**config.mk**
```make
export PLATFORM = sky130hd
export DESIGN_NAME = rvaf_beam
export DESIGN_NICKNAME = d
export VERILOG_FILES = /design/src/rtl/raster_video_attribute_fetch_unit_defines.svh /design/src/rtl/rvaf_pkg.sv /design/src/rtl/rvaf_beam.sv
export SDC_FILE = /design/constraint.sdc
export NUM_CORES = 1
export LEC_CHECK = 0
export ABC_AREA = 1
export CAP_MARGIN = 20
export CELL_PAD_IN_SITES_DETAIL_PLACEMENT = 1
export CELL_PAD_IN_SITES_GLOBAL_PLACEMENT = 2
export CORE_ASPECT_RATIO = 0.7
export CORE_MARGIN = 4
export CORE_UTILIZATION = 37
export CTS_CLUSTER_DIAMETER = 150
export DETAILED_ROUTE_END_ITERATION = 8
export DONT_BUFFER_PORTS = 1
export PLACE_DENSITY_LB_ADDON = 0.1
export SETUP_SLACK_MARGIN = 0.3
export SLEW_MARGIN = 30
export SYNTH_ARGS = -nofsm -noshare
export SYNTH_HDL_FRONTEND = slang
export SYNTH_SLANG_ARGS = --single-unit
```
**constraint.sdc**
```tcl
create_clock -name clk -period 5 [get_ports clk]
set_input_delay 0.5 -clock clk [delete_from_list [all_inputs] [get_ports clk]]
set_output_delay 0.5 -clock clk [all_outputs]
set_load 0.1 [all_outputs]
```
**src/rtl/raster_video_attribute_fetch_unit_defines.svh**
```systemverilog
// Assertion macros used by the video fetch RTL.
`ifndef RASTER_VIDEO_ATTRIBUTE_FETCH_UNIT_DEFINES_SVH
`define RASTER_VIDEO_ATTRIBUTE_FETCH_UNIT_DEFINES_SVH

// Same-cycle implication.
`define RVAF_ASSERT_NOW(lbl, ante, cons, msg) \
    lbl: assert property (@(posedge clk) disable iff (!rst_n) (ante) |-> (cons)) \
        else $error(msg);

// Next-cycle implication.
`define RVAF_ASSERT_NEXT(lbl, ante, cons, msg) \
    lbl: assert property (@(posedge clk) disable iff (!rst_n) (ante) |=> (cons)) \
        else $error(msg);

`endif

```
**src/rtl/rvaf_pkg.sv**
```systemverilog
package rvaf_pkg;

    localparam int VRAM_DEPTH   = 8192;
    localparam int VRAM_AW      = $clog2(VRAM_DEPTH);
    localparam int DISPLAY_COLS = 32;
    localparam int DISPLAY_ROWS = 192;
    localparam int ATTR_OFFSET  = 6144;
    localparam int BEAM_W       = 9;
    localparam int FLASH_W      = 20;
    localparam int CFG_IDX_W    = 3;
    localparam int CFG_DATA_W   = 20;

    localparam logic [CFG_IDX_W-1:0] REG_LINE_CYCLES   = 3'd0;
    localparam logic [CFG_IDX_W-1:0] REG_FRAME_LINES   = 3'd1;
    localparam logic [CFG_IDX_W-1:0] REG_IRQ_LINE      = 3'd2;
    localparam logic [CFG_IDX_W-1:0] REG_IRQ_FIRST     = 3'd3;
    localparam logic [CFG_IDX_W-1:0] REG_IRQ_LAST      = 3'd4;
    localparam logic [CFG_IDX_W-1:0] REG_DISP_CYCLE    = 3'd5;
    localparam logic [CFG_IDX_W-1:0] REG_DISP_LINE     = 3'd6;
    localparam logic [CFG_IDX_W-1:0] REG_FLASH_PERIOD  = 3'd7;

    localparam logic [BEAM_W-1:0]  RST_LINE_CYCLES  = 9'd56;
    localparam logic [BEAM_W-1:0]  RST_FRAME_LINES  = 9'd312;
    localparam logic [BEAM_W-1:0]  RST_IRQ_LINE     = 9'd0;
    localparam logic [BEAM_W-1:0]  RST_IRQ_FIRST    = 9'd0;
    localparam logic [BEAM_W-1:0]  RST_IRQ_LAST     = 9'd8;
    localparam logic [BEAM_W-1:0]  RST_DISP_CYCLE   = 9'd8;
    localparam logic [BEAM_W-1:0]  RST_DISP_LINE    = 9'd64;
    localparam logic [FLASH_W-1:0] RST_FLASH_PERIOD = 20'd279552;

    localparam int ATTR_FLASH_BIT  = 7;
    localparam int ATTR_BRIGHT_BIT = 6;

    localparam logic req_tick  = 1'b0;
    localparam logic req_write = 1'b1;

    typedef struct packed {
        logic [BEAM_W-1:0]  line_cycles;
        logic [BEAM_W-1:0]  frame_lines;
        logic [BEAM_W-1:0]  irq_line;
        logic [BEAM_W-1:0]  irq_first_cycle;
        logic [BEAM_W-1:0]  irq_last_cycle;
        logic [BEAM_W-1:0]  display_first_cycle;
        logic [BEAM_W-1:0]  display_first_line;
        logic [FLASH_W-1:0] flash_period;
    } cfg_t;

    // per-request result fields known before the memory read
    typedef struct packed {
        logic       irq_level;
        logic       pixel_valid;
        logic [7:0] row;
        logic [4:0] col;
        logic       flash_phase;
        logic       line_end;
        logic       frame_end;
    } fetch_t;

endpackage

```
**src/rtl/rvaf_beam.sv**
```systemverilog
module rvaf_beam
    import rvaf_pkg::*;
(
    input  logic               clk,
    input  logic               rst_n,
    input  cfg_t               cfg,
    input  logic               tick,
    output fetch_t             info,
    output logic               irq_now,
    output logic [VRAM_AW-1:0] pixel_addr,
    output logic [VRAM_AW-1:0] attr_addr
);

    logic [BEAM_W-1:0]  cycle_reg;
    logic [BEAM_W-1:0]  cycle_next;
    logic [BEAM_W-1:0]  line_reg;
    logic [BEAM_W-1:0]  line_next;
    logic               irq_reg;
    logic               irq_next;
    logic [FLASH_W-1:0] flash_cnt_reg;
    logic [FLASH_W-1:0] flash_cnt_next;
    logic               flash_reg;
    logic               flash_next;
    logic [BEAM_W-1:0]  col_off;
    logic [BEAM_W-1:0]  row_off;
    logic [BEAM_W-1:0]  cycle_inc;
    logic [BEAM_W-1:0]  line_inc;
    logic [FLASH_W:0]   flash_inc;
    logic               in_window;
    logic               lend;
    logic               fend;

    always_comb
    begin
        irq_next = irq_reg;
        if (line_reg == cfg.irq_line)
        begin
            if (!irq_reg && cycle_reg == cfg.irq_first_cycle)
            begin
                irq_next = 1'b1;
            end
            else if (irq_reg && cycle_reg >= cfg.irq_last_cycle)
            begin
                irq_next = 1'b0;
            end
        end

        col_off   = cycle_reg - cfg.display_first_cycle;
        row_off   = line_reg - cfg.display_first_line;
        in_window = cycle_reg >= cfg.display_first_cycle
                    && line_reg >= cfg.display_first_line
                    && col_off < BEAM_W'(DISPLAY_COLS)
                    && row_off < BEAM_W'(DISPLAY_ROWS);

        cycle_inc = cycle_reg + 1'b1;
        line_inc  = line_reg + 1'b1;
        lend      = (&cycle_reg) || cycle_inc == cfg.line_cycles;
        fend      = (&line_reg) || line_inc == cfg.frame_lines;
        if (lend)
        begin
            cycle_next = '0;
            line_next  = fend ? '0 : line_inc;
        end
        else
        begin
            cycle_next = cycle_inc;
            line_next  = line_reg;
        end

        flash_inc = {1'b0, flash_cnt_reg} + 1'b1;
        if (flash_inc >= {1'b0, cfg.flash_period} || flash_inc[FLASH_W])
        begin
            flash_cnt_next = '0;
            flash_next     = !flash_reg;
        end
        else
        begin
            flash_cnt_next = flash_inc[FLASH_W-1:0];
            flash_next     = flash_reg;
        end
    end

    always_ff @(posedge clk or negedge rst_n)
    begin
        if (!rst_n)
        begin
            cycle_reg     <= '0;
            line_reg      <= '0;
            irq_reg       <= 1'b0;
            flash_cnt_reg <= '0;
            flash_reg     <= 1'b0;
        end
        else if (tick)
        begin
            cycle_reg     <= cycle_next;
            line_reg      <= line_next;
            irq_reg       <= irq_next;
            flash_cnt_reg <= flash_cnt_next;
            flash_reg     <= flash_next;
        end
    end

    always_comb
    begin
        info.irq_level   = irq_next;
        info.pixel_valid = in_window;
        info.row         = in_window ? row_off[7:0] : 8'd0;
        info.col         = in_window ? col_off[4:0] : 5'd0;
        info.flash_phase = flash_reg;
        info.line_end    = lend;
        info.frame_end   = lend && fend;
    end

    // interleaved bitmap layout: third, pixel line, character row, column
    assign pixel_addr = {row_off[7:6], row_off[2:0], row_off[5:3], col_off[4:0]};
    assign attr_addr  = VRAM_AW'(ATTR_OFFSET) + VRAM_AW'({row_off[7:3], col_off[4:0]});
    assign irq_now    = irq_reg;

endmodule
```
==> results of run 1 <==
==> metrics by stage <==
step	setup WS, ns	hold WS, ns
final	0.860	0.0550
after detailed placement	1.15	0.207
after global placement	1.31	0.208
after global routing	0.605	0.0589
after CTS	0.843	0.0590
after floorplan	0.303	0.204
==> cell families after synthesis <==
logic type               after synthesis
buffers and inverters                180
AND/OR/NAND/NOR                      374
other                                  2
XOR/XNOR                              45
AO/OA/AOI/OAI                         86
adder cells (fa/ha/maj)               54
flip-flops                            40
==> layout by cell type, fill, tap and decap left out, types with 2 or more instances in the layout <==
master and instances:
ha_1 52, nor2_2 17, nand4_1 19, buf_4 21, o21bai_1 7, nor2_1 54
clkbuf_16 5, fa_1 2, xor2_1 22, o22ai_1 16, dfrtp_1 40, nand2_1 211
xor2_4 3, nand3_1 44, o21ai_1 4, xnor2_2 2, or2_2 3, xnor2_1 17
inv_1 145, clkbuf_1 2, conb_1 3, nand2_2 7, o21ai_2 11, o21ai_0 16
a21oi_1 24, nand3b_1 5, buf_16 2, a21o_1 2, a31oi_1 3, inv_2 6
nor3_1 11
==> worst paths after layout <==
path | from | endpoint | slack, ns | cells after the start
worst max-delay path | cycle_reg[0] | info[16] | 0.86 | 12
worst min-delay path | rst_n | flash_cnt_reg[6] | 0.05 | 1
worst max register to register | flash_cnt_reg[2] | flash_reg | 1.37 | 21
worst min register to register | flash_cnt_reg[19] | flash_cnt_reg[19] | 0.54 | 2
max in group asynchronous | rst_n | flash_cnt_reg[18] | 4.74 | 1
min in group clk | tick | cycle_reg[6] | 0.32 | 1
==> per-layer routing <==
layer | wire [um] | track usage, % | up-vias
li1 | - | - | 2446
met3 | 1110 | 4.73 | 12
met5 | 0 | 0 | -
met4 | 114 | 2.73 | 0
met2 | 6710 | 32.1 | 96
met1 | 8200 | 30.8 | 2313
==> area by class of cell <==
cell class              instances  area (um^2)  area share (%)
clock buffers                   8          146            2.66
well taps                     185          231            4.21
repair buffers                 23          213            3.87
multi-input cells             562         3340            60.7
flip-flops and latches         40         1000            18.2
inverters                     151          567            10.3
==> Yosys cell counts <==
| cell type | instances |
|---|---|
| nor2_2 | 4 |
| a21o_1 | 2 |
| o21a_1 | 1 |
| nand4_1 | 19 |
| o21ai_1 | 4 |
| o21ai_2 | 11 |
| nor3_1 | 11 |
| a21boi_0 | 1 |
| inv_2 | 1 |
| o22ai_1 | 16 |
| xnor2_1 | 19 |
| buf_4 | 17 |
| nand3_2 | 1 |
| nor3_2 | 1 |
| inv_1 | 150 |
| ha_1 | 52 |
| nor3b_1 | 1 |
| a21oi_1 | 24 |
| clkbuf_2 | 1 |
| or2_2 | 3 |
| xnor3_1 | 1 |
| o21bai_1 | 7 |
| conb_1 | 2 |
| nor2_1 | 67 |
| nand3_1 | 44 |
| xor2_1 | 25 |
| buf_6 | 4 |
| nand2_1 | 212 |
| dfrtp_1 | 40 |
| nand3b_1 | 5 |
| clkbuf_1 | 7 |
| nand2_2 | 6 |
| a21oi_4 | 1 |
| fa_1 | 2 |
| o21ai_0 | 16 |
| a31oi_1 | 3 |
==> timing repair <==
| item | 4_1_cts | 5_1_grt |
|---|---|---|
| hold endpoints to repair | 40 | 0 |
| gates resized for setup | 0 | 0 |
| hold buffers | 1 | 0 |
==> power by group <==
part / internal (mW) / switching [mW] / leakage (nW)
Sequential: 0.378 / 0.135 / 0.538
Clock: 0.200 / 0.135 / 0.0712
Combinational: 0.342 / 1.02 / 2.38
==> worst max-delay path, delay by kind of cell (launching register included) <==
family | cells | cell delay, ns
simple gates | 6 | 1.02
compound gates | 1 | 0.17
fa+ha+maj | 2 | 0.69
xor+xnor | 1 | 0.16
buf+inv | 2 | 0.87
flops | 1 | 0.45
==> results by group, run 1 <==
Setup path
  – Critical path's slowest cell: inv_1
  – Critical path type: flop to output pin
  – Most used cell, CP: nand2_1
  – Crit-path max cell delay: 0.76 ns
  – Startpoint types: flop
  – CP cell instances: inv_2 > ha_1 > fa_1 > nand3b_1 > nand2_1 > nand2_1 > o21bai_1 > xor2_1 > nand2_1 > nor2_1 > nand3_2 > inv_1
  – CP max FO: 14
  – Required @ worst endpoint: 4.50 ns
  – Critical Path End Type: output pin
  – CP Data Arrival Time: 3.64 ns

Logic synthesis
  – Compound-Gate Fraction of Synth Area: 10.7%
  – Top-area cell type share of the netlist area: 20.0%
  – Sequential area share after synthesis: 20.0%
  – Synthesized area: 5000 um^2
  – Cells after Synth: 781
  – Leading area contributor after synthesis: dfrtp_1
  – Avg Cell Area, Syn: 6.40 um^2
  – Multiplexer area fraction after synthesis: 0%
  – Synth top area cells: dfrtp_1, nand2_1, ha_1
  – Largest family of logic cells by synthesized area: simple AND/OR/NAND/NOR gates
  – Simple-Gate Fraction of Synth Area: 31.8%
  – Synth Area in XOR/XNOR: 8.16%
  – Unique cell type count in the Yosys netlist: 36
  – Adder-Cell Fraction of Synth Area: 13.8%
  – Synthesis Warnings: 0
  – Synth Register Bits: 40

Floorplanning
  – Num ports: 131
  – Initial Util: 37.9%
  – Die area: 15500 um^2
  – Chip Width: 147 um
  – Std-Cell Rows: 35
  – Core Box Area: 13200 um^2
  – Die Ht: 105 um

Routing
  – Final WL: 16100 um
  – First DRT Iteration DRCs: 211
  – WL/cell: 16.6 um
  – Via/cell ratio: 5.02
  – Number of routed nets with antenna violations: 0
  – Vias: 4867
  – Drt pass-1 iters: 4
  – Drt drc: 0

Clock tree
  – # clock sinks: 40
  – Skew-Pair Late Insertion Delay: 0.29 ns
  – H-Tree Depth: 2
  – Clock transition at path regs: 0.06 ns
  – CTS tree: built
  – CTS Buf Count: 5
  – Setup Buffers After CTS: 0
  – CTS max path bufs: 2
  – Root Buffer: clkbuf_16

Global route
  – Vias in the first global route: 5011
  – First-pass GRT wire length: 26100 um
  – Initial antenna violation count: 0
  – Largest net degree at the start of global routing: 50
  – Total GRT Usage: 20.9%
  – Global route total overflow: 0

Pwr
  – PnR Total Power: 2.21 mW
  – Worst VDD drop: 0.000308 V
  – Leakage: 2.99 nW
  – PwrDens: 402 nW/um^2

Final layout
  – Fraction of layout cells with a size suffix above 1: 10.3%
  – Max FFs per register: 20
  – FILL cells: 1743
  – Area growth from synthesis to layout: 9.93%
  – Final instance area: 5500 um^2
  – Post-layout util: 41.7%
  – Nets: 923
  – Ant. Diodes: 0
  – Non-filler cells, final: 969

Run status
  – Status: finished, final reports clean

Timing
  – Worst-margin pin slew: 0.970 ns
  – Final Setup Violations: 0
  – Layout Skew: 0.00327 ns
  – Slew HR: 35.2%
  – Post-route clock period utilization: 82.8%
  – Crit path time final: 4.14 ns
  – Highest Clock Rate: 242 MHz
  – Final Slew Violations: 0
  – Final Hold Vio Count: 0
  – RSZ-0062 raised after global routing: no
  – Fin Setup TNS: 0 ns

Placement
  – Post-DP HPWL: 13400 um
  – Final RePlAce weighted congestion: 0.817
  – Placed cell area: 5320 um^2
  – Port Buffer Count: 0
  – Inst Count DP: 960

Worst hold path
  – Worst hold path type: input port to async pin

Run
  – Max-cap violations: 0
Power figures use the tool's default switching activity.
==> run 2: changes to the inputs <==
CORE_UTILIZATION = 31   (was 37)
clock period = 3.5 ns   (was 5 ns; I/O delays follow)
==> results by group, run 2 (synthesis results as in run 1) <==
Run status
  – Status: finished, final reports clean

Global route
  – Global route total overflow: 0 (unchanged)
  – Initial antenna violation count: 0 (unchanged)
  – First-pass GRT wire length: 27500 um (+5.2%)
  – Vias in the first global route: 5046 (+0.70%)
  – Largest net degree at the start of global routing: 50 (unchanged)
  – Total GRT Usage: 18.7% (-2.3 points)

Floorplanning
  – Chip Width: 160 um (+8.7%)
  – Initial Util: 32.0% (-6.0 points)
  – Die area: 18300 um^2 (+18%)
  – Core Box Area: 15600 um^2 (+19%)
  – Num ports: 131 (unchanged)
  – Die Ht: 114 um (+8.6%)
  – Std-Cell Rows: 38 (+8.6%)

Timing
  – Crit path time final: 3.22 ns
  – Final Setup Violations: 0 (unchanged)
  – RSZ-0062 raised after global routing: yes
  – Final Hold Vio Count: 0 (unchanged)
  – Final Slew Violations: 0 (unchanged)
  – WHS: 0.162 ns (+0.107 ns)
  – Slew HR: 35.8% (+0.60 points)
  – Post-route clock period utilization: 92.1%
  – Worst-margin pin slew: 0.961 ns (-0.00905 ns)
  – Layout Skew: 0.00993 ns (+0.00665 ns)
  – Highest Clock Rate: 310 MHz
  – Fin Setup TNS: 0 ns (unchanged)

Routing
  – Vias: 4983 (+2.4%)
  – WL/cell: 17.0 um (+2.0%)
  – First DRT Iteration DRCs: 273 (+29%)
  – Via/cell ratio: 4.89 (-2.7%)
  – Drt pass-1 iters: 5 (+1)
  – Final WL: 17300 um (+7.4%)
  – Number of routed nets with antenna violations: 0 (unchanged)
  – Drt drc: 0 (unchanged)

Setup path
  – Most used cell, CP: nand2_1
  – Worst path buffer plus inverter count: 2 (unchanged)
  – CP Data Arrival Time: 2.87 ns (-0.77 ns)
  – CP delay by family, top: simple AND/OR/NAND/NOR gates
  – Critical path's slowest cell: dfrtp_2
  – Critical path type: flop to output pin
  – Startpoint types: flop
  – CP cell instances: ha_1 > nand2_1 > o21ai_2 > nand2_1 > nand2_1 > xor2_1 > nand3_1 > nor2_2 > nand3_4 > clkbuf_16 > nor2_4 > buf_12
  – Setup crit start: cycle_reg[2]
  – CP max FO: 7 (-7)
  – RR Startpoint: flash_cnt_reg[0]
  – Critical Path End Type: output pin
  – Crit-path max cell delay: 0.48 ns (-0.28 ns)
  – Required @ worst endpoint: 3.15 ns (-1.35 ns)

Clock tree
  – CTS max path bufs: 2 (unchanged)
  – Clock transition at path regs: 0.07 ns (about the same)
  – CTS Buf Count: 5 (unchanged)
  – H-Tree Depth: 2 (unchanged)
  – # clock sinks: 40 (unchanged)
  – CTS tree: built
  – Skew-Pair Late Insertion Delay: 0.29 ns (about the same)
  – Root Buffer: clkbuf_16

Pwr
  – Worst VDD drop: 0.000894 V (+190%)
  – PwrDens: 530 nW/um^2 (+32%)
  – Leakage: 3.24 nW (+8.3%)

Placement
  – Inst Count DP: 987 (+2.8%)
  – Placed cell area: 5720 um^2 (+7.4%)
  – Post-DP HPWL: 14000 um (+4.5%)
  – Final RePlAce weighted congestion: 0.837 (+2.5%)
  – Port Buffer Count: 0 (unchanged)

Final layout
  – Commonest non-fill, non-tap cell in the layout: nand2_1
  – Non-filler cells, final: 1020 (+5.3%)
  – Max FFs per register: 20 (unchanged)
  – Final instance area: 6280 um^2 (+14%)
  – Fraction of layout cells with a size suffix above 1: 18.9% (+8.6 points)
  – Nets: 959 (+3.9%)
  – Ant. Diodes: 0 (unchanged)
  – Post-layout util: 40.2% (-1.5 points)
  – Commonest non-fill, non-tap cells in the layout: nand2_1, inv_1, nor2_1
  – Area growth from synthesis to layout: 25.7%

Worst hold path
  – Worst hold path startpoint: tick
  – Worst hold path type: input port to flop

Run
  – Max-cap violations: 0 (unchanged)
-- run 2: cell type report --
cell class,count,area [um^2]
fillers,1999,9360
multi-input cells,562,3570
flip-flops and latches,40,1010
repair buffers,59,721
inverters,151,572
well taps,200,250
clock buffers,6,139
clock inverters,2,15.0
-- run 2: path summary, 6_finish.rpt --
| check | slack, ns | end | cells past startpoint |
|---|---|---|---|
| setup / recovery | 0.28 | info[7] | 12 |
| hold / removal | 0.16 | flash_cnt_reg[2] | 1 |
| min in group asynchronous | 0.59 | flash_cnt_reg[15] | 2 |
| max in group asynchronous | 2.69 | cycle_reg[3] | 2 |
| setup reg to reg | 0.55 | flash_reg | 19 |
| hold reg to reg | 0.57 | flash_cnt_reg[12] | 2 |
-- run 2: power by group --
part | switching, mW | internal (mW)
combinational | 1.56 | 0.570
sequential | 0.160 | 0.548
clock | 0.212 | 0.284
-- run 2: metrics by stage --
step	power, mW	worst slack (ns)
detailed placement	2.70	0.0896
global route	3.55	0.102
floorplan	2.38	0.301
global placement	2.66	0.184
finish	3.33	0.277
CTS	3.27	0.298
-- run 2: timing repair --
item / in CTS / in global routing
buffers inserted: 9 / 13
gates cloned: 0 / 1
gates resized for setup: 23 / 28
setup endpoints to repair: 16 / 37
endpoints found under the hold margin: 40 / 0
hold buffers: 2 / 0
pin swaps: 5 / 13
-- run 2: per-layer routing --
| metal | vias up | global-route usage (%) | share of wire (%) |
|---|---|---|---|
| li1 | 2516 | - | - |
| met1 | 2347 | 28.7 | 53 |
| met2 | 114 | 28.0 | 42 |
| met3 | 6 | 3.27 | 4.4 |
| met4 | 0 | 2.35 | 0.60 |
| met5 | - | 0 | 0 |
